`config.mk`:
```
export PLATFORM = sky130hd
export DESIGN_NAME = rc4_keystream_cipher
export DESIGN_NICKNAME = d
export VERILOG_FILES = /design/src/sv/rc4_pkg.sv /design/src/sv/rc4_ctrl.sv /design/src/sv/rc4_dp.sv /design/src/sv/rc4_keystream_cipher.sv
export SDC_FILE = /design/constraint.sdc
export NUM_CORES = 2
export LEC_CHECK = 0
export BUFFER_PORTS_ARGS = -buffer_cell sky130_fd_sc_hd__buf_2
export CAP_MARGIN = 20
export CORE_MARGIN = 1
export CORE_UTILIZATION = 25
export CTS_BUF_LIST = sky130_fd_sc_hd__clkbuf_2 sky130_fd_sc_hd__clkbuf_4 sky130_fd_sc_hd__clkbuf_8
export CTS_CLUSTER_DIAMETER = 60
export DETAILED_ROUTE_END_ITERATION = 6
export PLACE_DENSITY = 0.41
export SLEW_MARGIN = 40
export SYNTH_ARGS = -nofsm -noshare
export SYNTH_HDL_FRONTEND = slang
export SYNTH_SLANG_ARGS = --single-unit
```
`constraint.sdc`:
```
create_clock -name clk -period 6.6 [get_ports clk]
set_clock_uncertainty 0.15 [all_clocks]
set_input_delay 0.33 -clock clk [delete_from_list [all_inputs] [get_ports clk]]
set_output_delay 0.33 -clock clk [all_outputs]
set_load 0.01 [all_outputs]
```
`src/sv/rc4_pkg.sv`:
```
// shared types and constants for the rc4 keystream cipher
package rc4_pkg;

  localparam int unsigned BYTE_W      = 8;
  localparam int unsigned SBOX_DEPTH  = 256;
  localparam int unsigned KEY_REG_W   = 64;
  localparam int unsigned KEY_LEN_W   = 5;
  localparam int unsigned CFG_ADDR_W  = 2;
  localparam int unsigned IN_DATA_W   = 8;
  localparam int unsigned OUT_DATA_W  = 16;

  localparam logic [KEY_LEN_W-1:0] KEY_LEN_RESET = KEY_LEN_W'(16);

  typedef logic [BYTE_W-1:0]     byte_t;
  typedef logic [CFG_ADDR_W-1:0] cfg_addr_t;

  localparam cfg_addr_t REG_KEY_LOW  = 2'd0;
  localparam cfg_addr_t REG_KEY_HIGH = 2'd1;
  localparam cfg_addr_t REG_KEY_LEN  = 2'd2;

  localparam logic CMD_REKEY = 1'b0;
  localparam logic CMD_DATA  = 1'b1;

  typedef enum logic [3:0] {
    ST_IDLE,
    ST_FILL,
    ST_KS_RD_N,
    ST_KS_RD_J,
    ST_KS_WR_J,
    ST_KS_WR_N,
    ST_GEN_RD_I,
    ST_GEN_RD_J,
    ST_GEN_WR_J,
    ST_GEN_WR_I,
    ST_OUT
  } state_t;

  typedef enum logic [3:0] {
    OP_NONE,
    OP_ACCEPT,
    OP_FILL,
    OP_KS_RD_N,
    OP_KS_RD_J,
    OP_KS_WR_J,
    OP_KS_WR_N,
    OP_GEN_RD_I,
    OP_GEN_RD_J,
    OP_GEN_WR_J,
    OP_GEN_WR_I,
    OP_OUT
  } op_t;

  typedef struct packed {
    op_t op;
  } dp_cmd_t;

  typedef struct packed {
    logic keyed;
    logic cnt_last;
    logic out_free;
  } dp_stat_t;

endpackage

```
`src/sv/rc4_ctrl.sv`:
```
// sequencer for key schedule and keystream generation
module rc4_ctrl (
  input  logic              clk,
  input  logic              rst_n,
  input  logic              in_tvalid,
  input  logic              in_cmd,
  output logic              in_tready,
  input  rc4_pkg::dp_stat_t stat,
  output rc4_pkg::dp_cmd_t  cmd
);
  import rc4_pkg::*;

  state_t state_r;
  state_t state_nxt;

  always_ff @(posedge clk) begin
    if (!rst_n) begin
      state_r <= ST_IDLE;
    end else begin
      state_r <= state_nxt;
    end
  end

  always_comb begin
    state_nxt = state_r;
    cmd.op    = OP_NONE;
    in_tready = 1'b0;
    unique case (state_r)
      ST_IDLE: begin
        in_tready = 1'b1;
        if (in_tvalid) begin
          cmd.op = OP_ACCEPT;
          if (in_cmd == CMD_REKEY) begin
            state_nxt = ST_FILL;
          end else if (stat.keyed) begin
            state_nxt = ST_GEN_RD_I;
          end else begin
            state_nxt = ST_OUT;
          end
        end
      end
      ST_FILL: begin
        cmd.op = OP_FILL;
        if (stat.cnt_last) begin
          state_nxt = ST_KS_RD_N;
        end
      end
      ST_KS_RD_N: begin
        cmd.op    = OP_KS_RD_N;
        state_nxt = ST_KS_RD_J;
      end
      ST_KS_RD_J: begin
        cmd.op    = OP_KS_RD_J;
        state_nxt = ST_KS_WR_J;
      end
      ST_KS_WR_J: begin
        cmd.op    = OP_KS_WR_J;
        state_nxt = ST_KS_WR_N;
      end
      ST_KS_WR_N: begin
        cmd.op    = OP_KS_WR_N;
        state_nxt = stat.cnt_last ? ST_IDLE : ST_KS_RD_N;
      end
      ST_GEN_RD_I: begin
        cmd.op    = OP_GEN_RD_I;
        state_nxt = ST_GEN_RD_J;
      end
      ST_GEN_RD_J: begin
        cmd.op    = OP_GEN_RD_J;
        state_nxt = ST_GEN_WR_J;
      end
      ST_GEN_WR_J: begin
        cmd.op    = OP_GEN_WR_J;
        state_nxt = ST_GEN_WR_I;
      end
      ST_GEN_WR_I: begin
        cmd.op    = OP_GEN_WR_I;
        state_nxt = ST_OUT;
      end
      ST_OUT: begin
        if (stat.out_free) begin
          cmd.op    = OP_OUT;
          state_nxt = ST_IDLE;
        end
      end
      default: begin
        state_nxt = ST_IDLE;
      end
    endcase
  end

endmodule

```
`src/sv/rc4_dp.sv`:
```
// permutation memory, indices, key registers and result register
module rc4_dp #(
  parameter int unsigned MAX_KEY_BYTES = 16
) (
  input  logic                            clk,
  input  logic                            rst_n,
  input  logic                            cfg_we,
  input  rc4_pkg::cfg_addr_t              cfg_addr,
  input  logic [rc4_pkg::KEY_REG_W-1:0]   cfg_wdata,
  input  logic [rc4_pkg::IN_DATA_W-1:0]   in_tdata,
  input  rc4_pkg::dp_cmd_t                cmd,
  output rc4_pkg::dp_stat_t               stat,
  input  logic                            out_tready,
  output logic                            out_tvalid,
  output logic [rc4_pkg::OUT_DATA_W-1:0]  out_tdata,
  output logic                            out_tuser
);
  import rc4_pkg::*;

  localparam int unsigned KIW = (MAX_KEY_BYTES > 1) ? $clog2(MAX_KEY_BYTES) : 1;
  localparam logic [KEY_LEN_W-1:0] MAX_LEN = KEY_LEN_W'(MAX_KEY_BYTES);

  byte_t sbox [SBOX_DEPTH];

  logic [KEY_REG_W-1:0] key_lo_r, key_hi_r;
  logic [KEY_LEN_W-1:0] key_len_r;
  logic                 keyed_r, keyed_nxt;
  byte_t                i_r, i_nxt;
  byte_t                j_r, j_nxt;
  byte_t                cnt_r, cnt_nxt;
  logic [KIW-1:0]       kidx_r, kidx_nxt;
  byte_t                si_r, si_nxt;
  byte_t                sj_r, sj_nxt;
  byte_t                tadr_r, tadr_nxt;
  byte_t                data_r, data_nxt;
  byte_t                rdata_r;
  logic                 out_valid_r, out_valid_nxt;
  logic [OUT_DATA_W-1:0] out_data_r, out_data_nxt;
  logic                 out_user_r, out_user_nxt;

  logic                 rd_en, wr_en;
  byte_t                rd_addr, wr_addr, wr_data;
  logic [KEY_LEN_W-1:0] len_eff;
  logic [2*KEY_REG_W-1:0] key_all;
  byte_t                key_byte;
  byte_t                ks;
  logic                 kidx_last;

  // key configuration
  always_ff @(posedge clk) begin
    if (!rst_n) begin
      key_lo_r  <= '0;
      key_hi_r  <= '0;
      key_len_r <= KEY_LEN_RESET;
    end else if (cfg_we) begin
      unique case (cfg_addr)
        REG_KEY_LOW:  key_lo_r  <= cfg_wdata;
        REG_KEY_HIGH: key_hi_r  <= cfg_wdata;
        REG_KEY_LEN:  key_len_r <= cfg_wdata[KEY_LEN_W-1:0];
        default: ;
      endcase
    end
  end

  always_comb begin
    priority if (key_len_r == '0) begin
      len_eff = KEY_LEN_W'(1);
    end else if (key_len_r > MAX_LEN) begin
      len_eff = MAX_LEN;
    end else begin
      len_eff = key_len_r;
    end
  end

  assign key_all   = {key_hi_r, key_lo_r};
  assign key_byte  = key_all[{kidx_r, 3'b000} +: BYTE_W];
  assign kidx_last = (KEY_LEN_W'(kidx_r) + KEY_LEN_W'(1)) == len_eff;

  // newly written S[i] is not yet visible to the read issued with it
  assign ks = (tadr_r == i_r) ? sj_r : rdata_r;

  always_comb begin
    keyed_nxt     = keyed_r;
    i_nxt         = i_r;
    j_nxt         = j_r;
    cnt_nxt       = cnt_r;
    kidx_nxt      = kidx_r;
    si_nxt        = si_r;
    sj_nxt        = sj_r;
    tadr_nxt      = tadr_r;
    data_nxt      = data_r;
    out_data_nxt  = out_data_r;
    out_user_nxt  = out_user_r;
    out_valid_nxt = out_valid_r & ~out_tready;
    rd_en         = 1'b0;
    rd_addr       = cnt_r;
    wr_en         = 1'b0;
    wr_addr       = cnt_r;
    wr_data       = cnt_r;
    unique case (cmd.op)
      OP_NONE: ;
      OP_ACCEPT: begin
        data_nxt = in_tdata;
      end
      OP_FILL: begin
        wr_en    = 1'b1;
        cnt_nxt  = cnt_r + 8'd1;
        j_nxt    = '0;
        kidx_nxt = '0;
      end
      OP_KS_RD_N: begin
        rd_en = 1'b1;
      end
      OP_KS_RD_J: begin
        si_nxt   = rdata_r;
        j_nxt    = j_r + rdata_r + key_byte;
        rd_en    = 1'b1;
        rd_addr  = j_nxt;
        kidx_nxt = kidx_last ? '0 : kidx_r + KIW'(1);
      end
      OP_KS_WR_J: begin
        sj_nxt  = rdata_r;
        wr_en   = 1'b1;
        wr_addr = j_r;
        wr_data = si_r;
      end
      OP_KS_WR_N: begin
        wr_en   = 1'b1;
        wr_data = sj_r;
        cnt_nxt = cnt_r + 8'd1;
        if (cnt_r == 8'(SBOX_DEPTH - 1)) begin
          i_nxt     = '0;
          j_nxt     = '0;
          keyed_nxt = 1'b1;
        end
      end
      OP_GEN_RD_I: begin
        i_nxt   = i_r + 8'd1;
        rd_en   = 1'b1;
        rd_addr = i_nxt;
      end
      OP_GEN_RD_J: begin
        si_nxt  = rdata_r;
        j_nxt   = j_r + rdata_r;
        rd_en   = 1'b1;
        rd_addr = j_nxt;
      end
      OP_GEN_WR_J: begin
        sj_nxt  = rdata_r;
        wr_en   = 1'b1;
        wr_addr = j_r;
        wr_data = si_r;
      end
      OP_GEN_WR_I: begin
        wr_en    = 1'b1;
        wr_addr  = i_r;
        wr_data  = sj_r;
        tadr_nxt = si_r + sj_r;
        rd_en    = 1'b1;
        rd_addr  = tadr_nxt;
      end
      OP_OUT: begin
        out_valid_nxt = 1'b1;
        if (keyed_r) begin
          out_data_nxt = {ks, data_r ^ ks};
          out_user_nxt = 1'b0;
        end else begin
          out_data_nxt = {8'd0, data_r};
          out_user_nxt = 1'b1;
        end
      end
      default: ;
    endcase
  end

  always_ff @(posedge clk) begin
    if (wr_en) begin
      sbox[wr_addr] <= wr_data;
    end
    if (rd_en) begin
      rdata_r <= sbox[rd_addr];
    end
  end

  always_ff @(posedge clk) begin
    if (!rst_n) begin
      keyed_r     <= 1'b0;
      i_r         <= '0;
      j_r         <= '0;
      cnt_r       <= '0;
      kidx_r      <= '0;
      out_valid_r <= 1'b0;
    end else begin
      keyed_r     <= keyed_nxt;
      i_r         <= i_nxt;
      j_r         <= j_nxt;
      cnt_r       <= cnt_nxt;
      kidx_r      <= kidx_nxt;
      out_valid_r <= out_valid_nxt;
    end
  end

  always_ff @(posedge clk) begin
    si_r       <= si_nxt;
    sj_r       <= sj_nxt;
    tadr_r     <= tadr_nxt;
    data_r     <= data_nxt;
    out_data_r <= out_data_nxt;
    out_user_r <= out_user_nxt;
  end

  assign stat.keyed    = keyed_r;
  assign stat.cnt_last = (cnt_r == 8'(SBOX_DEPTH - 1));
  assign stat.out_free = ~out_valid_r | out_tready;

  assign out_tvalid = out_valid_r;
  assign out_tdata  = out_data_r;
  assign out_tuser  = out_user_r;

endmodule

```
`src/sv/rc4_keystream_cipher.sv`:
```
// top level of the rc4 keystream cipher
// data request: read i, read j, write j, write i, then output registers the result when free
// data request before any rekey: passed through, result registered from the output state
// rekey request: identity fill of 256 entries, then read n, read j, write j, write n per entry
// the permutation memory read is registered; a new request is taken only back in idle
// rst_n is synchronous: indices, key bytes and keyed flag clear, key length returns to 16
module rc4_keystream_cipher #(
  parameter int unsigned MAX_KEY_BYTES = 16
) (
  input  logic                            clk,
  input  logic                            rst_n,
  input  logic                            cfg_we,
  input  rc4_pkg::cfg_addr_t              cfg_addr,
  input  logic [rc4_pkg::KEY_REG_W-1:0]   cfg_wdata,
  input  logic                            in_tvalid,
  output logic                            in_tready,
  input  logic [rc4_pkg::IN_DATA_W-1:0]   in_tdata,   // data_byte
  input  logic                            in_tuser,   // cmd
  output logic                            out_tvalid,
  input  logic                            out_tready,
  output logic [rc4_pkg::OUT_DATA_W-1:0]  out_tdata,  // out_byte, keystream_byte
  output logic                            out_tuser   // not_keyed
);
  import rc4_pkg::*;

  dp_cmd_t  cmd;
  dp_stat_t stat;

  rc4_ctrl u_ctrl (
    .clk       (clk),
    .rst_n     (rst_n),
    .in_tvalid (in_tvalid),
    .in_cmd    (in_tuser),
    .in_tready (in_tready),
    .stat      (stat),
    .cmd       (cmd)
  );

  rc4_dp #(
    .MAX_KEY_BYTES (MAX_KEY_BYTES)
  ) u_dp (
    .clk        (clk),
    .rst_n      (rst_n),
    .cfg_we     (cfg_we),
    .cfg_addr   (cfg_addr),
    .cfg_wdata  (cfg_wdata),
    .in_tdata   (in_tdata),
    .cmd        (cmd),
    .stat       (stat),
    .out_tready (out_tready),
    .out_tvalid (out_tvalid),
    .out_tdata  (out_tdata),
    .out_tuser  (out_tuser)
  );

endmodule

```
Yosys cells after proc, flatten, opt, wreduce, memory -nomap -nowiden
Memories as Yosys holds them, arrays and structs flattened. A register that Yosys moved wholly into a read port is not among the register bits.
Cells that the tools add are included.

word-level totals
  memories kept = 1
  register bits after elaboration = 216
  input port bits = 80
  bits in writable memories = 2048

memories
  memory     depth  bits a word  rd ports  clocked after Yosys merged registers in  write ports  RTL line      RTL
  u_dp.sbox  256    8            1         1                                        1            rc4_dp.sv:23  byte_t sbox [SBOX_DEPTH];

operators by class
  equality and inequality tests = 30
  reduce and logical (&&, ||, !) cells = 19
  $lt $le $gt $ge = 1
  muxes and demuxes = 29
  bitwise logic cells = 5
  shift operators = 1
  add/sub/neg operators = 7

operators with widths
  cell                                            number
  variable part select 128 x 8 -> 8 bit           1
  case mux 4 bit (11 select lines)                2
  case mux 8 bit (4 select lines)                 2
  case mux 8 bit (2 select lines)                 3
  == test 4 x 3 -> 1 bit (second input constant)  8
  == test 4 bit (second input constant)           7
  2-to-1 mux 4 bit                                7
  adder 8 bit                                     3
  2-to-1 mux 8 bit                                3
  adder 8 x 1 -> 8 bit (second input constant)    2
  == test 4 x 2 -> 1 bit (second input constant)  4
  AND reduction 2 bit                             6
  2-to-1 mux 5 bit                                2
  OR reduction 5 bit                              2
  == test 4 x 1 -> 1 bit (second input constant)  2
  == test 8 bit                                   1
  == test 8 bit (second input constant)           1
  2-to-1 mux 1 bit                                8
  case mux 4 bit (2 select lines)                 1
  OR reduction 2 bit                              4
  XOR 8 bit                                       1
  != test 2 bit (second input constant)           3
  adder 4 x 1 -> 5 bit (second input constant)    1
  == test 5 bit                                   1
  other kinds (15)                                17

Depth between registers and ports, before layout
  depth after elaboration = 9
  gate-level depth with buffers = 24

Hierarchy
A second synthesis with hierarchy kept.

second synthesis, totals
  cell total of the unflattened synthesis = 7051
  area, all modules = 92672.6 sq um

modules (own cells, without submodules)
  module    instances  area each (sq um)  sequential area each (sq um)  cells each
  rc4_dp    1          92267.2            66473.8                       6997
  rc4_ctrl  1          405.4              80.1                          54

Worst setup path after synthesis
No wires, ideal clock.

  path kind = reg-to-reg
  from = register u_ctrl.state_r[2]
  to = memory u_dp.sbox[0][1] (netlist name) (data pin)
  data required time = 5.585 ns
  library setup time = 0.865 ns
  cell stages (with the launch flop) = 7
  buffers on the path = 2
  path slack = 0.513 ns
  arrival = 5.073 ns
  path through = dfxtp_1 buf_2 nor2b_1 nor2_1 nor3_2 clkbuf_1 a221o_1

on the way
  longest elaborated chain between the ends = 5
  elaborated cells between the ends (all ways) = 19

ends and longest elaborated chain
  item                                                     RTL line        RTL
  from (decl)                                              rc4_ctrl.sv:13  state_t state_r;
  from (signal assigned)                                   rc4_ctrl.sv:20  state_r <= state_nxt;
  == test 4 bit, or another cell as far along              rc4_ctrl.sv:28  unique case (state_r)
  case mux 4 bit (11 select lines) *                       rc4_ctrl.sv:28
  == test 4 bit or == test 4 x 3 -> 1 bit (tied branches)  rc4_dp.sv:100   unique case (cmd.op)
  OR reduction 2 bit (no line)                             --
  case mux 8 bit (2 select lines) *                        rc4_dp.sv:100
  via u_dp.wr_data[1]                                      rc4_dp.sv:42    byte_t rd_addr, wr_addr, wr_data;
  to (decl)                                                rc4_dp.sv:23

Mark *: on every way through the listed nets, which the timed path passes. The rest lies on a longest branch.

Final worst setup path
  from = register u_dp.rdata_r[4], read port of u_dp.sbox
  to = register u_dp.rdata_r[0], read port of u_dp.sbox (data pin)

on the way
  longest elaborated chain between the ends = 3

ends and longest elaborated chain
  item                               RTL line                      RTL
  from (decl)                        rc4_dp.sv:36                  byte_t rdata_r;
  adder 8 bit *                      rc4_dp.sv:116, rc4_dp.sv:144
  adder 8 bit                        rc4_dp.sv:116                 j_nxt = j_r + rdata_r + key_byte;
  case mux 8 bit (4 select lines) *  rc4_dp.sv:100

Every way passes the cells marked *; elsewhere a longest branch is shown, timed or not.
A chain may end at the register's enable or synchronous reset.

==> summary by stage <==
Power
The design draws ~38 mW. The internal power contribution is 25.7 mW. Sequential cells account for a little over two fifths of the total power. The worst-case vdd ir drop is ~230 uV. The combinational cell fraction of total power is between 20 and 25%. The switching portion of total power is between 30% and 40%. Per report_power, the clock group accounts for 32.9% of the total. The net switching power is 12.8 mW. In this run the power density over the cells is 341 mW/mm^2. The analysis attributes to cell leakage a power of between 30 and 40 nW.

Clocking
CTS built an H-tree with a depth of 5. The root buffer cell is sky130_fd_sc_hd__clkbuf_8. After clock tree synthesis, the clock-pin slew on the worst setup and hold paths is 0.06 ns.

The clock network latency to the later pin of the worst-skew pair is 1.09 ns. The clock drives about 2,300 sinks. The number of buffers on the longest clock path is 4. The clock tree from TritonCTS is done.

The number of buffers added by the clock tree synthesis step is about 400.

STA
The number of failing setup endpoints in the final timing report is 0. Headroom to the max-slew limit came out at approximately a third. After layout, the minimum clock period comes to 6.56 ns. The period utilization is 99.3%. Setup repair after global routing left no endpoint under its margin. The max-slew violation total from the final report was 0. The final hold slack is between 0.2 and 0.25 ns.

The final count of hold timing violations was 0. Setup total negative slack on the finished layout was measured at 0 ns. The fmax is about 0.15 GHz. At the pin with the least slew margin, the transition time is about 0.98 ns.

Worst setup path
The critical path goes through ha_1, and2_1, a221o_1, or3_4, and2_1, ha_1, and3b_1, o31ai_1, o211ai_1, a31oi_4, buf_4, nand3_2, nand2_1, buf_4, a211oi_1, nor3_1, buf_4, o221ai_1, o21ai_0, o32ai_2, buf_4. The origin of the critical flop-to-flop path is u_dp.rdata_r[4]. The worst register-to-register path has a setup slack of 0.04 ns.

The slowest stage cell on the critical path is sky130_fd_sc_hd__edfxtp_1. The data required time at the worst endpoint is 7.24 ns. The kind of critical path is flip-flop to flip-flop. The most repeated library cell on the critical path is sky130_fd_sc_hd__buf_4.

The category of the worst setup path capture point is a flip-flop. The reg-to-reg critical path endpoint is u_dp.rdata_r[0]. Following the worst setup path forward leads to its endpoint at u_dp.rdata_r[0]. Tracing the worst setup path back leads to its startpoint at u_dp.rdata_r[4]. The largest fanout on the critical path is 22. For the worst flop-to-flop path, the logic depth is 21. STA classifies the critical path startpoint as a flip-flop. The largest stage delay on the critical path is ~0.48 ns. The critical path data arrival time is 7.19 ns.

Synthesis
In this run the mean area of a mapped cell was around 13 um^2. Yosys mapped a number of flops with a built-in enable equal to 2,105. The flip-flop and latch count after synthesis is 2,272. Synthesis produced a netlist with a net count of about 7,500.

The async set-reset flop share out of synthesis is 0%. The primary flip-flop cell chosen by synthesis mapping is sky130_fd_sc_hd__edfxtp_1. The area fraction in compound gates after synthesis is under 10%. The largest family of logic cells by synthesized area is simple AND/OR/NAND/NOR gates. The sequential fraction of the synthesis area is 71.7%. The post-synth design cell area is roughly 0.093 mm^2.

Measured against the total synthesized area, the mux share comes to between 2 and 3%. The synthesized-area fraction occupied by xor and xnor cells is less than 1%. The cell count after synthesis is 7,389. The synthesis warning total is 0. The synthesized netlist devotes 15.5% of its cell area to simple gates. Yosys mapped the design onto 99 distinct sky130hd cell types. The synthesized netlist devotes less than 1% of its cell area to adder and majority cells.

Placement
The weighted congestion reported at the end of routability-driven placement is between 0.8 and 0.9. The post-place instance area is a little over 0.1 mm^2. After legalization and detailed placement, the total HPWL measured about 230 mm. The total of buffers placed on input and output ports is just under 100.

Final layout
The multi-input combinational cells in the finished layout cover a total of 0.0244 mm^2. The library cell used most frequently in the layout, excluding fill and tap cells, is sky130_fd_sc_hd__edfxtp_1. The final-layout fill cell count is 37,400. The area taken by flip-flops and latches is 0.0666 mm^2. The count of nets after finishing is between 8,000 and 9,000. The post-route cell area is between 0.1 and 0.15 mm^2. Cells with a size suffix above 1 make up around 18% of the layout. The area growth from synthesis to layout is 21.7%.

Cells fill 30.6% of the core in the end. The library cells used most frequently in the layout, excluding fill and tap cells, are sky130_fd_sc_hd__edfxtp_1 (2,105), sky130_fd_sc_hd__nand2_1 (1,942), sky130_fd_sc_hd__nand3_1 (776).

Floorplan
During I/O placement, the number of pins put on the boundary was about 100. The vertical die dimension is just over 600 um. The initialized floorplan defines between 200 and 250 standard-cell rows. For this configuration, the core starts out at a cell density of 25.2%. The core outline area is approximately 0.37 mm^2. Measured along the x axis, the die boundary spans 611 um. The floorplan step defined a die boundary enclosing approximately 0.37 mm^2.

Routing
The number of nets with antenna violations after detailed routing is 0. The routed design uses between 150 and 200 mm of met2 wire. Routed signal wires occupy layers up through met5. In the detailed route, the total length drawn on met3 is roughly 20 mm. For this block, the routed nets add up to roughly 350 mm of wire. Dividing the detail-routed wire length by the instance count gives between 20 and 30 um.

For this run, design rule violations remaining after detail routing come to 0. The detailed-routing iteration count for the pre-antenna-repair pass is 6. The total vias in the final route is approximately 65,000.

The number of DRC violations after detailed-routing iteration 0 is ~6,200. In the final routing, the length of wire on met1 measures 154 mm. Dividing the detail-routed via count by the number of cells gives 4.83.

Global routing
The maximum number of pins on one net before global-route repair is approximately 150. The number of global-route vias before repair is between 60,000 and 70,000. The remaining global-route overflow is 0.

The number of antenna violations at the first check in global routing is 11. The first global-routing pass estimated slightly below 500 mm of wire. The global router's overall resource usage is about 18%.

Run
Across the run, the number of max-cap violations was 0.

Worst hold path
The worst hold path belongs to the class input port to flip-flop.

Outcome
The run finished with clean final reports.
Yosys cell counts (28+ instances only):
library cell,instances,area (um^2)
sky130_fd_sc_hd__nor3_1,40,200
sky130_fd_sc_hd__xor2_1,34,298
sky130_fd_sc_hd__a211oi_1,49,368
sky130_fd_sc_hd__a221oi_1,48,420
sky130_fd_sc_hd__a31oi_1,94,588
sky130_fd_sc_hd__a311oi_1,60,526
sky130_fd_sc_hd__a21oi_1,393,1970
sky130_fd_sc_hd__dfxtp_1,167,3340
sky130_fd_sc_hd__a22oi_1,37,278
sky130_fd_sc_hd__nand3_1,784,3920
sky130_fd_sc_hd__mux4_2,57,1280
sky130_fd_sc_hd__o22ai_1,30,188
sky130_fd_sc_hd__nor2_1,388,1460
sky130_fd_sc_hd__and3_1,79,494
sky130_fd_sc_hd__nand4_1,28,175
sky130_fd_sc_hd__mux2i_1,109,1090
sky130_fd_sc_hd__edfxtp_1,2105,63200
sky130_fd_sc_hd__clkbuf_1,191,717
sky130_fd_sc_hd__buf_2,231,1160
sky130_fd_sc_hd__buf_1,58,218
sky130_fd_sc_hd__nand2_1,1953,7330
sky130_fd_sc_hd__o21ai_0,69,345
power by group through the flow:
stage | logic, mW | registers, mW | clock network, mW
floorplan | 4.37 | 17.0 | 0
global placement | 9.15 | 16.8 | 0
detailed placement | 9.17 | 16.8 | 0
CTS | 9.33 | 16.5 | 13.0
global route | 9.76 | 16.5 | 13.6
finish | 9.28 | 16.5 | 12.7
kinds of logic (layout without fill, tap and decap cells):
| group | count (synthesis) | in the layout |
|---|---|---|
| AND/OR/NAND/NOR | 3377 | 3377 |
| flip-flops | 2272 | 2272 |
| AO/OA/AOI/OAI | 962 | 962 |
| buffers and inverters | 526 | 1673 |
| multiplexers | 176 | 176 |
| XOR/XNOR | 49 | 49 |
| adder cells (fa/ha/maj) | 27 | 27 |
| other | 0 | 5 |
state kept, by name, summed over array words and instances (netlist names):
register,count
u_ctrl.state_r,4
u_dp.cnt_r,8
u_dp.data_r,8
u_dp.i_r,8
u_dp.j_r,8
u_dp.key_hi_r,64
u_dp.key_len_r,5
u_dp.key_lo_r,64
u_dp.keyed_r,1
u_dp.kidx_r,4
u_dp.out_tdata,16
u_dp.out_tuser,1
u_dp.out_tvalid,1
u_dp.rdata_r,8
u_dp.sbox,2048
u_dp.si_r,8
u_dp.sj_r,8
u_dp.tadr_r,8
layer usage:
layer	global-route usage (%)	vias up
met2	30.2	2153
li1	-	28900
met1	24.8	33600
met3	2.87	474
met4	5.54	6
met5	0	-
worst max-delay path: cells and delay by family, from the launching register on:
kind | cells | cell delay, ns
simple gates | 7 | 1.59
buf+inv | 4 | 1.12
flops | 1 | 0.48
compound gates | 8 | 2.16
fa+ha+maj | 2 | 0.78
per-stage QoR:
stage               setup slack, ns  instances
floorplan                     0.513       7389
global placement             -0.573      12600
detailed placement           -0.351      12600
CTS                          0.0319      13500
global route                 0.0139      13500
finish                       0.0449      13500
how the worst min path moves through the flow:
stage | from | endpoint | slack, ns | cells after the start
2_1_floorplan | rst_n | u_dp.key_len_r[4] | 0.24 | 1
4_1_cts | in_tuser | u_ctrl.state_r[2] | 0.1 | 5
5_1_grt | in_tuser | u_ctrl.state_r[2] | 0.19 | 5
3_3_place_gp | u_dp.key_lo_r[25] | u_dp.key_lo_r[25] | 0.29 | 2
3_5_place_dp | u_dp.key_hi_r[10] | u_dp.key_hi_r[10] | 0.30 | 2
6_report | in_tuser | u_ctrl.state_r[2] | 0.22 | 5
area by class of cell:
| type | count | area share (%) |
|---|---|---|
| inverters | 28 | 0.0997 |
| flip-flops and latches | 2272 | 58.9 |
| multi-input cells | 4591 | 21.6 |
| well taps | 4950 | 5.48 |
| clock buffers | 533 | 5.83 |
| diodes | 5 | 0.0111 |
| clock inverters | 179 | 0.878 |
| repair buffers | 933 | 7.17 |
repair_timing:
action	4_1_cts	5_1_grt
pin swaps	2	0
resized for setup	4	5
setup buffers	6	0
endpoints found under the hold margin	156	0
endpoints found under the setup margin	2	4
hold buffers	168	0
(Power assumes the default switching activity.)
